--- src/endpoint_corner_merger_defines.svh ---
// Assertion macros shared by the endpoint corner merger RTL.
// Every macro samples on i_clk and is disabled while i_rst_n is low.
`ifndef ENDPOINT_CORNER_MERGER_DEFINES_SVH
`define ENDPOINT_CORNER_MERGER_DEFINES_SVH

// A condition that must hold at every clock edge.
`define ECM_ASSERT_ALWAYS(label, cond, msg) \
    label: assert property (@(posedge i_clk) disable iff (!i_rst_n) (cond)) else $error(msg);

// A consequence that must hold in the same cycle as its antecedent.
`define ECM_ASSERT_IMPL(label, ante, cons, msg) \
    label: assert property (@(posedge i_clk) disable iff (!i_rst_n) (ante) |-> (cons)) \
        else $error(msg);

// A consequence that must hold in the cycle after its antecedent.
`define ECM_ASSERT_NEXT(label, ante, cons, msg) \
    label: assert property (@(posedge i_clk) disable iff (!i_rst_n) (ante) |=> (cons)) \
        else $error(msg);

`endif

--- src/ecm_pkg.sv ---
`default_nettype none

package ecm_pkg;

    localparam int MAX_CORNERS_DEF = 16;

    localparam int COORD_W  = 16;
    localparam int RANGE_W  = 24;
    localparam int RADIUS_W = 13;
    localparam int ROOT_W   = 16;
    localparam int SQ_W     = 2 * ROOT_W;
    localparam int PROD_W   = 2 * (COORD_W + 1);

    localparam logic [RADIUS_W-1:0] RADIUS_RESET = 13'd307;
    localparam logic [RANGE_W-1:0]  RANGE_MAX    = '1;

    typedef logic signed [COORD_W-1:0] t_coord;
    typedef logic [RANGE_W-1:0]        t_range;
    typedef logic [RADIUS_W-1:0]       t_radius;
    typedef logic [ROOT_W-1:0]         t_root;

    typedef struct packed {
        t_coord x;
        t_coord y;
        t_range sum;
    } t_corner;

    typedef enum logic [3:0] {
        ST_IDLE,
        ST_R2,
        ST_R2L,
        ST_MX,
        ST_MY,
        ST_MS,
        ST_SQRT,
        ST_RD,
        ST_CMP,
        ST_WB,
        ST_APP,
        ST_ORD,
        ST_OWAIT
    } t_state;

endpackage

`default_nettype wire

--- src/ecm_if.sv ---
`default_nettype none

// Segment channel: one beat carries one line segment.
interface ecm_seg_if;
    logic             valid;
    logic             ready;
    ecm_pkg::t_coord  start_x;
    ecm_pkg::t_coord  start_y;
    ecm_pkg::t_coord  end_x;
    ecm_pkg::t_coord  end_y;
    logic             no_segment;
    logic             last_segment;

    modport source (
        output valid, start_x, start_y, end_x, end_y, no_segment, last_segment,
        input  ready
    );
    modport sink (
        input  valid, start_x, start_y, end_x, end_y, no_segment, last_segment,
        output ready
    );
endinterface

// Configuration channel: one beat writes the merge radius.
interface ecm_cfg_if;
    logic             valid;
    logic             ready;
    ecm_pkg::t_radius merge_radius;

    modport source (output valid, merge_radius, input ready);
    modport sink (input valid, merge_radius, output ready);
endinterface

// Corner channel: one beat carries one merged corner.
interface ecm_corner_if;
    logic             valid;
    logic             ready;
    ecm_pkg::t_coord  corner_x;
    ecm_pkg::t_coord  corner_y;
    ecm_pkg::t_range  range_sum;
    logic             last_corner;
    logic             frame_empty;
    logic             table_overflow;

    modport source (
        output valid, corner_x, corner_y, range_sum, last_corner, frame_empty,
        table_overflow,
        input  ready
    );
    modport sink (
        input  valid, corner_x, corner_y, range_sum, last_corner, frame_empty,
        table_overflow,
        output ready
    );
endinterface

`default_nettype wire

--- src/endpoint_corner_merger.sv ---
// Endpoint corner merger. Each segment beat carries two endpoints in signed Q5.10 metres;
// each endpoint is tested against every corner already held in the table, in table order,
// the start point before the end point, and a corner closer than merge_radius moves to the
// floored midpoint and adds the endpoint's range from the origin to its saturating range
// sum. An endpoint that matches no corner is appended, or sets the overflow flag when the
// table is full. The beat marked last_segment then streams out every corner, or a single
// frame_empty beat, and clears the table. The block works on one segment at a time and
// holds ready low meanwhile. Its cost grows with the number of corners stored when a
// segment arrives; it is set by one shared 17x17 multiplier that forms every squared
// distance in turn and by a bit-serial square root that forms the sixteen result bits of
// each endpoint range and then hands the root back. Each corner beat is loaded into the
// output register in ST_ORD and held in ST_OWAIT until the sink takes it. A no_segment
// beat without last_segment is taken in idle and leaves the block idle. The radius may be
// written whenever the block is idle.
`default_nettype none

`include "endpoint_corner_merger_defines.svh"

module endpoint_corner_merger #(
    parameter int MAX_CORNERS = ecm_pkg::MAX_CORNERS_DEF
) (
    input  wire logic     i_clk,
    input  wire logic     i_rst_n,
    ecm_seg_if.sink       i_seg,
    ecm_cfg_if.sink       i_cfg,
    ecm_corner_if.source  o_corner
);

    localparam int IW = (MAX_CORNERS > 1) ? $clog2(MAX_CORNERS) : 1;
    localparam int CW = $clog2(MAX_CORNERS + 1);
    localparam logic [CW-1:0] CNT_MAX = CW'(MAX_CORNERS);
    localparam int R2_W = 2 * ecm_pkg::RADIUS_W;
    localparam int CX_W = ecm_pkg::COORD_W + 1;

    // Control state.
    ecm_pkg::t_state  r_state;
    ecm_pkg::t_state  n_state;
    ecm_pkg::t_radius r_radius;
    logic [CW-1:0]    r_count;
    logic [CW-1:0]    r_n;
    logic [CW-1:0]    r_j;
    logic             r_pt;
    logic             r_rng_mode;
    logic             r_hit_s;
    logic             r_hit_e;
    logic             r_ovf;
    logic             r_last;

    // Datapath registers.
    ecm_pkg::t_coord             r_sx;
    ecm_pkg::t_coord             r_sy;
    ecm_pkg::t_coord             r_ex;
    ecm_pkg::t_coord             r_ey;
    logic [R2_W-1:0]             r_r2;
    logic signed [ecm_pkg::PROD_W-1:0] r_prod;
    logic [ecm_pkg::PROD_W-1:0]  r_acc;
    ecm_pkg::t_coord             r_cx;
    ecm_pkg::t_coord             r_cy;
    ecm_pkg::t_range             r_cs;
    ecm_pkg::t_root              r_rng_s;
    ecm_pkg::t_root              r_rng_e;
    ecm_pkg::t_corner            r_mem [MAX_CORNERS];

    ecm_pkg::t_coord             r_o_x;
    ecm_pkg::t_coord             r_o_y;
    ecm_pkg::t_range             r_o_sum;
    logic                        r_o_last;
    logic                        r_o_empty;
    logic                        r_o_ovf;

    // Combinational datapath.
    ecm_pkg::t_coord             pt_x;
    ecm_pkg::t_coord             pt_y;
    ecm_pkg::t_coord             base_x;
    ecm_pkg::t_coord             base_y;
    logic signed [CX_W-1:0]      dx;
    logic signed [CX_W-1:0]      dy;
    logic signed [CX_W-1:0]      mul_op;
    logic [ecm_pkg::PROD_W-1:0]  sq_sum;
    logic                        hit;
    logic signed [CX_W-1:0]      mid_sx;
    logic signed [CX_W-1:0]      mid_sy;
    ecm_pkg::t_root              rng_pt;
    logic [ecm_pkg::RANGE_W:0]   sum_ext;
    ecm_pkg::t_range             sat_sum;
    logic                        hit_pt;
    logic                        seg_beat;
    logic                        out_beat;
    logic                        last_j;
    logic                        sq_start;
    logic                        sq_done;
    ecm_pkg::t_root              sq_root;

    assign seg_beat = i_seg.valid && i_seg.ready;
    assign out_beat = o_corner.valid && o_corner.ready;

    always_comb begin
        pt_x    = r_pt ? r_ex : r_sx;
        pt_y    = r_pt ? r_ey : r_sy;
        // Ranges are distances to the origin, so the corner operand drops out.
        base_x  = r_rng_mode ? '0 : r_cx;
        base_y  = r_rng_mode ? '0 : r_cy;
        dx      = CX_W'(base_x) - CX_W'(pt_x);
        dy      = CX_W'(base_y) - CX_W'(pt_y);
        sq_sum  = r_acc + unsigned'(r_prod);
        hit     = (r_acc < ecm_pkg::PROD_W'(r_r2));
        mid_sx  = CX_W'(r_cx) + CX_W'(pt_x);
        mid_sy  = CX_W'(r_cy) + CX_W'(pt_y);
        rng_pt  = r_pt ? r_rng_e : r_rng_s;
        sum_ext = {1'b0, r_cs} + (ecm_pkg::RANGE_W + 1)'(rng_pt);
        sat_sum = sum_ext[ecm_pkg::RANGE_W] ? ecm_pkg::RANGE_MAX
                                            : sum_ext[ecm_pkg::RANGE_W-1:0];
        hit_pt  = r_pt ? r_hit_e : r_hit_s;
        last_j  = (r_j == (r_n - CW'(1)));
    end

    // The one multiplier squares whichever operand the sequencer selects.
    always_comb begin
        unique case (r_state)
            ecm_pkg::ST_R2: mul_op = signed'(CX_W'(r_radius));
            ecm_pkg::ST_MY: mul_op = dy;
            default:        mul_op = dx;
        endcase
    end

    ecm_isqrt u_isqrt (
        .i_clk   (i_clk),
        .i_rst_n (i_rst_n),
        .i_start (sq_start),
        .i_value (sq_sum[ecm_pkg::SQ_W-1:0]),
        .o_root  (sq_root),
        .o_done  (sq_done)
    );

    // Next state.
    always_comb begin
        n_state = r_state;
        unique case (r_state)
            ecm_pkg::ST_IDLE: begin
                if (i_seg.valid) begin
                    if (!i_seg.no_segment) begin
                        n_state = ecm_pkg::ST_R2;
                    end else if (i_seg.last_segment) begin
                        n_state = ecm_pkg::ST_ORD;
                    end
                end
            end
            ecm_pkg::ST_R2:  n_state = ecm_pkg::ST_R2L;
            ecm_pkg::ST_R2L: n_state = ecm_pkg::ST_MX;
            ecm_pkg::ST_MX:  n_state = ecm_pkg::ST_MY;
            ecm_pkg::ST_MY:  n_state = ecm_pkg::ST_MS;
            ecm_pkg::ST_MS:  n_state = r_rng_mode ? ecm_pkg::ST_SQRT : ecm_pkg::ST_CMP;
            ecm_pkg::ST_SQRT: begin
                if (sq_done) begin
                    if (!r_pt) begin
                        n_state = ecm_pkg::ST_MX;
                    end else if (r_n == '0) begin
                        n_state = ecm_pkg::ST_APP;
                    end else begin
                        n_state = ecm_pkg::ST_RD;
                    end
                end
            end
            ecm_pkg::ST_RD:  n_state = ecm_pkg::ST_MX;
            ecm_pkg::ST_CMP: n_state = r_pt ? ecm_pkg::ST_WB : ecm_pkg::ST_MX;
            ecm_pkg::ST_WB:  n_state = last_j ? ecm_pkg::ST_APP : ecm_pkg::ST_RD;
            ecm_pkg::ST_APP: begin
                if (r_pt) begin
                    n_state = r_last ? ecm_pkg::ST_ORD : ecm_pkg::ST_IDLE;
                end
            end
            ecm_pkg::ST_ORD: n_state = ecm_pkg::ST_OWAIT;
            ecm_pkg::ST_OWAIT: begin
                if (o_corner.ready) begin
                    n_state = r_o_last ? ecm_pkg::ST_IDLE : ecm_pkg::ST_ORD;
                end
            end
            default: n_state = ecm_pkg::ST_IDLE;
        endcase
    end

    // Handshake and unit controls.
    always_comb begin
        i_seg.ready    = (r_state == ecm_pkg::ST_IDLE);
        i_cfg.ready    = 1'b1;
        o_corner.valid = (r_state == ecm_pkg::ST_OWAIT);
        sq_start       = (r_state == ecm_pkg::ST_MS) && r_rng_mode;
    end

    // Control registers.
    always_ff @(posedge i_clk) begin
        if (!i_rst_n) begin
            r_state    <= ecm_pkg::ST_IDLE;
            r_radius   <= ecm_pkg::RADIUS_RESET;
            r_count    <= '0;
            r_n        <= '0;
            r_j        <= '0;
            r_pt       <= 1'b0;
            r_rng_mode <= 1'b1;
            r_hit_s    <= 1'b0;
            r_hit_e    <= 1'b0;
            r_ovf      <= 1'b0;
            r_last     <= 1'b0;
        end else begin
            r_state <= n_state;
            if (i_cfg.valid && i_cfg.ready) begin
                r_radius <= i_cfg.merge_radius;
            end
            unique case (r_state)
                ecm_pkg::ST_IDLE: begin
                    if (seg_beat) begin
                        r_last     <= i_seg.last_segment;
                        r_pt       <= 1'b0;
                        r_rng_mode <= 1'b1;
                        r_hit_s    <= 1'b0;
                        r_hit_e    <= 1'b0;
                        r_n        <= r_count;
                        r_j        <= '0;
                    end
                end
                ecm_pkg::ST_SQRT: begin
                    if (sq_done) begin
                        if (!r_pt) begin
                            r_pt <= 1'b1;
                        end else begin
                            r_pt       <= 1'b0;
                            r_rng_mode <= 1'b0;
                            r_j        <= '0;
                        end
                    end
                end
                ecm_pkg::ST_CMP: begin
                    if (hit) begin
                        if (r_pt) begin
                            r_hit_e <= 1'b1;
                        end else begin
                            r_hit_s <= 1'b1;
                        end
                    end
                    r_pt <= ~r_pt;
                end
                ecm_pkg::ST_WB: begin
                    r_pt <= 1'b0;
                    if (!last_j) begin
                        r_j <= r_j + CW'(1);
                    end
                end
                ecm_pkg::ST_APP: begin
                    if (!hit_pt) begin
                        if (r_count < CNT_MAX) begin
                            r_count <= r_count + CW'(1);
                        end else begin
                            r_ovf <= 1'b1;
                        end
                    end
                    r_pt <= 1'b1;
                    r_j  <= '0;
                end
                ecm_pkg::ST_OWAIT: begin
                    if (out_beat) begin
                        if (r_o_last) begin
                            r_count <= '0;
                            r_ovf   <= 1'b0;
                        end else begin
                            r_j <= r_j + CW'(1);
                        end
                    end
                end
                default: begin
                end
            endcase
        end
    end

    // Datapath, corner table and output register.
    always_ff @(posedge i_clk) begin
        r_prod <= ecm_pkg::PROD_W'(mul_op) * ecm_pkg::PROD_W'(mul_op);
        unique case (r_state)
            ecm_pkg::ST_IDLE: begin
                if (seg_beat) begin
                    r_sx <= i_seg.start_x;
                    r_sy <= i_seg.start_y;
                    r_ex <= i_seg.end_x;
                    r_ey <= i_seg.end_y;
                end
            end
            ecm_pkg::ST_R2L: r_r2  <= r_prod[R2_W-1:0];
            ecm_pkg::ST_MY:  r_acc <= unsigned'(r_prod);
            ecm_pkg::ST_MS:  r_acc <= sq_sum;
            ecm_pkg::ST_SQRT: begin
                if (sq_done) begin
                    if (r_pt) begin
                        r_rng_e <= sq_root;
                    end else begin
                        r_rng_s <= sq_root;
                    end
                end
            end
            ecm_pkg::ST_RD: begin
                {r_cx, r_cy, r_cs} <= r_mem[r_j[IW-1:0]];
            end
            ecm_pkg::ST_CMP: begin
                // The end point sees the corner as the start point left it.
                if (hit) begin
                    r_cx <= mid_sx[CX_W-1:1];
                    r_cy <= mid_sy[CX_W-1:1];
                    r_cs <= sat_sum;
                end
            end
            ecm_pkg::ST_WB: begin
                r_mem[r_j[IW-1:0]] <= '{x: r_cx, y: r_cy, sum: r_cs};
            end
            ecm_pkg::ST_APP: begin
                if (!hit_pt && (r_count < CNT_MAX)) begin
                    r_mem[r_count[IW-1:0]] <= '{
                        x: pt_x, y: pt_y, sum: ecm_pkg::RANGE_W'(rng_pt)
                    };
                end
            end
            ecm_pkg::ST_ORD: begin
                r_o_ovf <= r_ovf;
                if (r_count == '0) begin
                    r_o_x     <= '0;
                    r_o_y     <= '0;
                    r_o_sum   <= '0;
                    r_o_last  <= 1'b1;
                    r_o_empty <= 1'b1;
                end else begin
                    {r_o_x, r_o_y, r_o_sum} <= r_mem[r_j[IW-1:0]];
                    r_o_last  <= (r_j == (r_count - CW'(1)));
                    r_o_empty <= 1'b0;
                end
            end
            default: begin
            end
        endcase
    end

    assign o_corner.corner_x       = r_o_x;
    assign o_corner.corner_y       = r_o_y;
    assign o_corner.range_sum      = r_o_sum;
    assign o_corner.last_corner    = r_o_last;
    assign o_corner.frame_empty    = r_o_empty;
    assign o_corner.table_overflow = r_o_ovf;

    `ECM_ASSERT_ALWAYS(a_count_bound, r_count <= CNT_MAX, "corner count beyond table depth")
    `ECM_ASSERT_NEXT(a_seg_starts, seg_beat && !i_seg.no_segment, r_state == ecm_pkg::ST_R2, "segment beat did not start the range sequence")
    `ECM_ASSERT_NEXT(a_frame_clear, out_beat && o_corner.last_corner, (r_count == '0) && !r_ovf, "table not cleared after the last corner beat")
    `ECM_ASSERT_IMPL(a_wb_index, r_state == ecm_pkg::ST_WB, r_j < r_n, "write-back beyond corners held at arrival")

endmodule

`default_nettype wire

--- src/ecm_isqrt.sv ---
`default_nettype none

// Restoring integer square root, one result bit per cycle.
module ecm_isqrt (
    input  wire logic                      i_clk,
    input  wire logic                      i_rst_n,
    input  wire logic                      i_start,
    input  wire logic [ecm_pkg::SQ_W-1:0]  i_value,
    output ecm_pkg::t_root                 o_root,
    output logic                           o_done
);

    localparam int RW = ecm_pkg::ROOT_W + 3;
    localparam int IW = $clog2(ecm_pkg::ROOT_W);

    logic                     r_busy;
    logic                     r_done;
    logic [IW-1:0]            r_i;
    logic [ecm_pkg::SQ_W-1:0] r_val;
    logic [RW-1:0]            r_rem;
    ecm_pkg::t_root           r_root;

    logic [RW-1:0] rem_sh;
    logic [RW-1:0] trial;
    logic          fits;

    always_comb begin
        rem_sh = {r_rem[RW-3:0], r_val[ecm_pkg::SQ_W-1 -: 2]};
        trial  = RW'({r_root, 2'b01});
        fits   = (rem_sh >= trial);
    end

    always_ff @(posedge i_clk) begin
        if (!i_rst_n) begin
            r_busy <= 1'b0;
            r_done <= 1'b0;
            r_i    <= '0;
        end else begin
            r_done <= 1'b0;
            if (i_start) begin
                r_busy <= 1'b1;
                r_i    <= '0;
            end else if (r_busy) begin
                r_i <= r_i + IW'(1);
                if (r_i == IW'(ecm_pkg::ROOT_W - 1)) begin
                    r_busy <= 1'b0;
                    r_done <= 1'b1;
                end
            end
        end
    end

    always_ff @(posedge i_clk) begin
        if (i_start) begin
            r_val  <= i_value;
            r_rem  <= '0;
            r_root <= '0;
        end else if (r_busy) begin
            r_val  <= r_val << 2;
            r_rem  <= fits ? (rem_sh - trial) : rem_sh;
            r_root <= {r_root[ecm_pkg::ROOT_W-2:0], fits};
        end
    end

    assign o_root = r_root;
    assign o_done = r_done;

endmodule

`default_nettype wire
--- src/flat_wrapper.sv ---
// flat-port wrapper written by rule: the top's interface ports become plain ports
module endpoint_corner_merger_flat 
#(
    parameter int MAX_CORNERS = ecm_pkg::MAX_CORNERS_DEF
)
  (i_clk, i_rst_n, i_seg_valid, i_seg_start_x, i_seg_start_y, i_seg_end_x, i_seg_end_y, i_seg_no_segment, i_seg_last_segment, i_seg_ready, i_cfg_valid, i_cfg_merge_radius, i_cfg_ready, o_corner_valid, o_corner_corner_x, o_corner_corner_y, o_corner_range_sum, o_corner_last_corner, o_corner_frame_empty, o_corner_table_overflow, o_corner_ready);
  ecm_seg_if i_seg_i ();
  ecm_cfg_if i_cfg_i ();
  ecm_corner_if o_corner_i ();
  input  wire logic i_clk;
  input  wire logic i_rst_n;
  input wire logic [$bits(i_seg_i.valid)-1:0] i_seg_valid;
  input wire logic [$bits(i_seg_i.start_x)-1:0] i_seg_start_x;
  input wire logic [$bits(i_seg_i.start_y)-1:0] i_seg_start_y;
  input wire logic [$bits(i_seg_i.end_x)-1:0] i_seg_end_x;
  input wire logic [$bits(i_seg_i.end_y)-1:0] i_seg_end_y;
  input wire logic [$bits(i_seg_i.no_segment)-1:0] i_seg_no_segment;
  input wire logic [$bits(i_seg_i.last_segment)-1:0] i_seg_last_segment;
  output wire logic [$bits(i_seg_i.ready)-1:0] i_seg_ready;
  input wire logic [$bits(i_cfg_i.valid)-1:0] i_cfg_valid;
  input wire logic [$bits(i_cfg_i.merge_radius)-1:0] i_cfg_merge_radius;
  output wire logic [$bits(i_cfg_i.ready)-1:0] i_cfg_ready;
  output wire logic [$bits(o_corner_i.valid)-1:0] o_corner_valid;
  output wire logic [$bits(o_corner_i.corner_x)-1:0] o_corner_corner_x;
  output wire logic [$bits(o_corner_i.corner_y)-1:0] o_corner_corner_y;
  output wire logic [$bits(o_corner_i.range_sum)-1:0] o_corner_range_sum;
  output wire logic [$bits(o_corner_i.last_corner)-1:0] o_corner_last_corner;
  output wire logic [$bits(o_corner_i.frame_empty)-1:0] o_corner_frame_empty;
  output wire logic [$bits(o_corner_i.table_overflow)-1:0] o_corner_table_overflow;
  input wire logic [$bits(o_corner_i.ready)-1:0] o_corner_ready;
  assign i_seg_i.valid = i_seg_valid;
  assign i_seg_i.start_x = i_seg_start_x;
  assign i_seg_i.start_y = i_seg_start_y;
  assign i_seg_i.end_x = i_seg_end_x;
  assign i_seg_i.end_y = i_seg_end_y;
  assign i_seg_i.no_segment = i_seg_no_segment;
  assign i_seg_i.last_segment = i_seg_last_segment;
  assign i_seg_ready = i_seg_i.ready;
  assign i_cfg_i.valid = i_cfg_valid;
  assign i_cfg_i.merge_radius = i_cfg_merge_radius;
  assign i_cfg_ready = i_cfg_i.ready;
  assign o_corner_valid = o_corner_i.valid;
  assign o_corner_corner_x = o_corner_i.corner_x;
  assign o_corner_corner_y = o_corner_i.corner_y;
  assign o_corner_range_sum = o_corner_i.range_sum;
  assign o_corner_last_corner = o_corner_i.last_corner;
  assign o_corner_frame_empty = o_corner_i.frame_empty;
  assign o_corner_table_overflow = o_corner_i.table_overflow;
  assign o_corner_i.ready = o_corner_ready;
  endpoint_corner_merger #(.MAX_CORNERS(MAX_CORNERS)) u_core (.i_clk(i_clk), .i_rst_n(i_rst_n), .i_seg(i_seg_i), .i_cfg(i_cfg_i), .o_corner(o_corner_i));
endmodule
--- config.mk ---
export PLATFORM = sky130hd
export DESIGN_NAME = endpoint_corner_merger_flat
export DESIGN_NICKNAME = d
export VERILOG_FILES = /design/src/ecm_pkg.sv /design/src/ecm_if.sv /design/src/endpoint_corner_merger.sv /design/src/ecm_isqrt.sv /design/src/flat_wrapper.sv
export VERILOG_INCLUDE_DIRS = /design/src /design/src/src
export SDC_FILE = /design/constraint.sdc
export NUM_CORES = 2
export LEC_CHECK = 0
export ABC_AREA = 1
export BUFFER_PORTS_ARGS = -buffer_cell sky130_fd_sc_hd__buf_2
export CAP_MARGIN = 10
export CORE_UTILIZATION = 55
export CTS_CLUSTER_DIAMETER = 30
export DETAILED_ROUTE_END_ITERATION = 10
export GPL_TIMING_DRIVEN = 0
export PLACE_DENSITY = 0.71
export SLEW_MARGIN = 0
export SYNTH_ARGS = -nofsm -noshare
export SYNTH_HDL_FRONTEND = slang
export SYNTH_HIERARCHICAL = 1
export SYNTH_SLANG_ARGS = --single-unit
--- constraint.sdc ---
create_clock -name i_clk -period 8.5 [get_ports i_clk]
set_clock_uncertainty 0.1 [all_clocks]
set_input_delay 0.425 -clock i_clk [delete_from_list [all_inputs] [get_ports i_clk]]
set_output_delay 0.425 -clock i_clk [all_outputs]
set_load 0.02 [all_outputs]
# After elaboration in Yosys (flattened, before gate mapping)

Memory sizes are Yosys's and may differ from the RTL's. A register that Yosys moved wholly into a read port is not among the register bits.
Index checks and enable logic that the tools add are counted.
Widths: inputs -> output; s select.

Flip-flop bits (word level): 414
Bits in writable memories: 896
Input bits: 84
Output and inout port bits: 62
Memories: 1

Add/sub/neg operators: 12
$mul: 1
$lt $le $gt $ge: 3
Equal/unequal tests: 32
Muxes and demuxes: 78
Bitwise operators: 3
Reductions and logical operators: 32

Memories:

| memory       | words | bits a word | read ports | clocked after memory_dff | write ports | RTL line                     | RTL |
|---|---|---|---|---|---|---|---|
| u_core.r_mem | 16    | 56          | 1          | 1                        | 1           | endpoint_corner_merger.sv:62 | `ecm_pkg::t_corner r_mem [MAX_CORNERS];` |

Operators by type and width:

| operator           | number |
|---|---|
| $mux 16            | 7 |
| $pmux 34 s2        | 1 |
| $mux 32            | 2 |
| $mux 4             | 16 |
| $pmux 16 s2        | 2 |
| $mux 56            | 1 |
| $reduce_or 56->1   | 1 |
| $mux 5             | 10 |
| $mux 24            | 2 |
| $pmux 24 s2        | 1 |
| $pmux 4 s12        | 1 |
| $add 16x16->17     | 2 |
| $add 34x34->34     | 1 |
| $lt 34x26->1       | 1 |
| $mul 17x17->34     | 1 |
| $pmux 17 s2        | 1 |
| $sub 16x16->17     | 2 |
| $mux 1             | 26 |
| $add 24x16->25     | 1 |
| $pmux 5 s5         | 1 |
| $eq 4x4->1 const B | 6 |
| $ne 2x2->1 const B | 11 |
| $ge 19x18->1       | 1 |
| $mux 17            | 1 |
| 28 further kinds   | 62 |

# Depth between registers and ports, before layout

Depth after elaboration: 8
Mapped depth: 42

# Hierarchy

The synthesis kept the hierarchy.

Modules (own cells, without submodules):

| module                 | instances | cells an instance | area each (um^2) | sequential area each (um^2) |
|---|---|---|---|---|
| endpoint_corner_merger | 1         | 6101              | 66601.4          | 36515.0 |
| ecm_isqrt              | 1         | 562               | 4146.5           | 1741.7 |

# Least setup slack after synthesis

No wires, ideal clock.

Path type: reg-to-reg
Start: register u_core.r_pt
End: register u_core/r_prod[30] in the netlist's numbering
Library setup time: 112 ps
Data arrival time: 7056 ps
Data required time: 8288 ps
Path slack: 1232 ps
Cell stages (with the launch flop): 33
Clock period less this slack: 7268 ps
Path through: dfxtp_1 -> buf_4 -> clkbuf_1 -> o21ai_0 -> ha_1 -> a21oi_1 -> nand2_1 -> nand3_1 -> nand2_1 -> nand3_1 -> a21oi_1 -> o21ai_1 -> nand2_4 -> nor2_1 -> inv_1 -> fa_1 -> inv_1 -> fa_1 -> inv_1 -> fa_1 -> fa_1 -> fa_1 -> fa_1 -> inv_1 -> ha_1 -> a21o_1 -> o21bai_1 -> nand2_1 -> o211ai_1 -> a31oi_1 -> inv_1 -> nand2_1 -> nand2_1

Cells in the longest elaborated chain, start to end: 4

Ends and longest elaborated chain:

| what                              | RTL line                                                     | RTL |
|---|---|---|
| start: declaration                | endpoint_corner_merger.sv:42                                 | `logic r_pt;` |
| start signal: assignment          | endpoint_corner_merger.sv:240                                | `r_pt <= ~r_pt;` |
| $mux 16 (on tied branches)        | endpoint_corner_merger.sv:98, endpoint_corner_merger.sv:99   |  |
| $sub 16x16->17 (on tied branches) | endpoint_corner_merger.sv:103, endpoint_corner_merger.sv:104 |  |
| $pmux 17 s2 *                     | endpoint_corner_merger.sv:119                                | `unique case (r_state)` |
| $mul 17x17->34 *                  | endpoint_corner_merger.sv:277                                | `r_prod <= ecm_pkg::PROD_W'(mul_op) * ecm_pkg::PROD_W'(mul_op);` |
| end signal: assignment            | endpoint_corner_merger.sv:277                                |  |
| end: declaration                  | endpoint_corner_merger.sv:55                                 | `logic signed [ecm_pkg::PROD_W-1:0] r_prod;` |

Mark *: on every way between the ends. The rest lies on a longest branch, timed or not.
A chain may end at the register's enable or synchronous reset.

# Worst setup path in the final report

Same ends and word-level chain as after synthesis.

==> flow_summary.yaml <==
clock_tree:
  cts-root-buf: "clkbuf_16"
  cts_buffers: 284
  cts_num_sinks: 1312
  clkLatencyLatePin_ns: 0.90
  cts_tree: "yes"
  path_clk_slew_ns: 0.04
  cts.path.max_buffers: 4
  cts_htree_levels: 5
yosys:
  async_flop_share: 0
  netlist-cell-type-count: 63
  syn_inst: 6663
  synth_edf_count: 1198
  ys_warn_count: 6
  ys_ff_latch: 1312
  synthTopCellsByArea: "edfxtp_1, fa_1, nand2_1"
  avgSynthCellArea_um2: 10.6
  ys_seq_area_frac: 0.541
  synth.largest_area_cell: "edfxtp_1"
  ys.flop_type: "edfxtp_1"
  synth_area_um2: 70700
  synth_nets: 7264
  netlist.area_leader.share: 0.508
critical_path:
  crit_type: "register to register"
  path_common_cell: "fa_1"
  crit_slowest_cell: "fa_2"
  cp_max_fo: 10
  reg2reg_from: "u_core/r_pt$_SDFFE_PN0P_"
  end_kind: "register"
  arrival_ns: 8.88
  critPathRequiredTime_ns: 9.09
  critPathLaunch: "u_core/r_pt$_SDFFE_PN0P_"
  cp-start-kind: "register"
  cpPeakStageDelay_ns: 0.69
timing:
  finalSetupTns_ns: 0
  post-route-period-util: 0.975
  finalSetupViolations: 0
  maxSlewHeadroom: 0.0748
  fin_crit_ns: 8.29
  report.final.slew_viol_count: 0
  worst_pin_slew_ns: 1.39
  fmax_mhz: 121
  hold_viol: 0
floorplan:
  core-area_um2: 128000
  die_area_um2: 130000
  initial_utilization: 0.555
  rows: 131
  chipHeight_um: 361
  die_width_um: 361
  pin_count: 146
placed_design:
  place_hpwl_um: 163000
  dpl.cell_count: 8552
  place_congestion: 0.957
  io_buffers: 144
global_route:
  antenna_found_initial: 9
  grt_start_max_net_pins: 71
  overflow: 0
  first_global_vias: 54700
  grt_usage: 0.352
  grt_pass1_wl_um: 338000
finish:
  nNetsFinal: 7879
  n_fill_cell: 9423
  drive_gt1_frac: 0.139
  areaGrowthSynthToFinish_pct: 21.5
  fin_cells: 9149
drt:
  via_per_inst: 5.97
  wl_um: 231000
  drc: 0
  num_vias: 54600
  first_iter_violations: 6880
  drt_pass1_iterations: 9
  wl_per_cell_um: 25.2
  ant_nets: 0
min_path:
  min_from: "i_seg_valid"
  hp-class: "input pin to register"
run:
  max_cap_violations: 0
outcome:
  status: "complete, no violations"
## per-layer routing
layer	global-route usage	routed length (um)	share of wire
met5	0	35	0.00015
met1	0.436	83000	0.36
met3	0.0783	25500	0.11
met2	0.577	108000	0.47
met4	0.188	13800	0.060
## placed cells by master, fill, tap and decap left out, drive strengths merged, types with 80 or more instances in the layout
master | netlist | routed
dlygate4sd3 | 0 | 88
nand2 | 1057 | 1057
clkbuf | 134 | 452
dfxtp | 114 | 114
mux2i | 225 | 225
xor2 | 87 | 87
ha | 241 | 241
buf | 124 | 365
inv | 978 | 1006
nor2 | 450 | 450
a21oi | 500 | 500
o21ai | 508 | 508
fa | 276 | 276
edfxtp | 1198 | 1198
nand3 | 243 | 243
o211ai | 229 | 229
clkinv | 7 | 80
## per-stage QoR
step	hold slack [ns]	area [um2]	util	setup slack (ns)
6_report	0.102	86000	0.674	0.212
5_1_grt	0.103	86000	0.674	-0.0176
4_1_cts	0.0266	85600	0.671	0.00206
3_5_place_dp	0.329	75100	0.589	-1.34
3_3_place_gp	0.314	73500	0.577	-1.32
2_1_floorplan	0.308	70700	-	1.23
## synthesized netlist by cell type (87+ instances only)
cell	instances
dfxtp_1	114
edfxtp_1	1198
clkbuf_1	133
o211ai_1	228
ha_1	241
fa_1	276
inv_1	951
o21ai_0	490
xor2_1	87
mux2i_1	225
nand2_1	1036
nor2_1	421
a21oi_1	496
nand3_1	236
## registers in the layout, summed over array words and instances (netlist names), 16 cells and up, named ones only
name	count
u_core/r_acc	34
u_core/r_sx	16
u_core/r_r2	25
u_core/u_isqrt/r_rem	17
u_core/o_corner.corner_y	16
u_core/r_cx	16
u_core/r_sy	16
u_core/r_cy	16
u_core/r_ex	16
u_core/r_prod	33
u_core/r_mem	896
u_core/u_isqrt/r_val	32
u_core/r_rng_s	16
u_core/r_ey	16
u_core/r_cs	24
u_core/r_rng_e	16
u_core/u_isqrt/o_root	16
u_core/o_corner.corner_x	16
u_core/o_corner.range_sum	24
## kinds of logic after synthesis
kind of cell,synth area share
mux,0.0318
fa+ha+maj,0.121
other cells,0.0000530
flops,0.541
simple gates,0.115
xor+xnor,0.0151
buf+inv,0.0701
compound gates,0.107
## repair_timing
item | in CTS | in global routing
endpoints found under the setup margin | 20 | 16
resized for setup | 63 | 80
endpoints found under the hold margin | 91 | 0
hold buffers | 88 | 0
pin swaps | 1 | 6
setup buffers | 0 | 11
## path summary, 6_finish.rpt
check        slack [ns]  cells past startpoint                                  endpoint
max                0.21                     32                 u_core/r_prod[30]$_DFF_P_
min                0.10                      5                u_core/r_n[1]$_SDFFE_PN0P_
max reg2reg        0.21                     32                 u_core/r_prod[30]$_DFF_P_
min reg2reg        0.29                      0  u_core/o_corner.table_overflow$_DFFE_PP_
## worst max-delay path: cells and delay by family, from the launching register on
family | cells | cell delay, ns
flip-flops | 1 | 0.39
AND/OR/NAND/NOR | 6 | 0.81
adder cells (fa/ha/maj) | 8 | 4.08
buffers and inverters | 8 | 0.93
AO/OA/AOI/OAI | 10 | 1.81
## final cells by class
| cell class | instances | area (um2) | share of cell area |
|---|---|---|---|
| repair buffers | 329 | 3060 | 0.0356 |
| multi-input cells | 4108 | 28100 | 0.327 |
| well taps | 1662 | 2080 | 0.0242 |
| diodes | 7 | 17.5 | 0.000204 |
| plain buffers | 258 | 1310 | 0.0152 |
| clock inverters | 170 | 1990 | 0.0232 |
| clock buffers | 318 | 7430 | 0.0865 |
| flip-flops and latches | 1312 | 38300 | 0.445 |
| inverters | 985 | 3730 | 0.0434 |
Power is left out: the tool's default activity adds up to more than one toggle a clock period on the data nets, which glitch-free logic cannot reach.
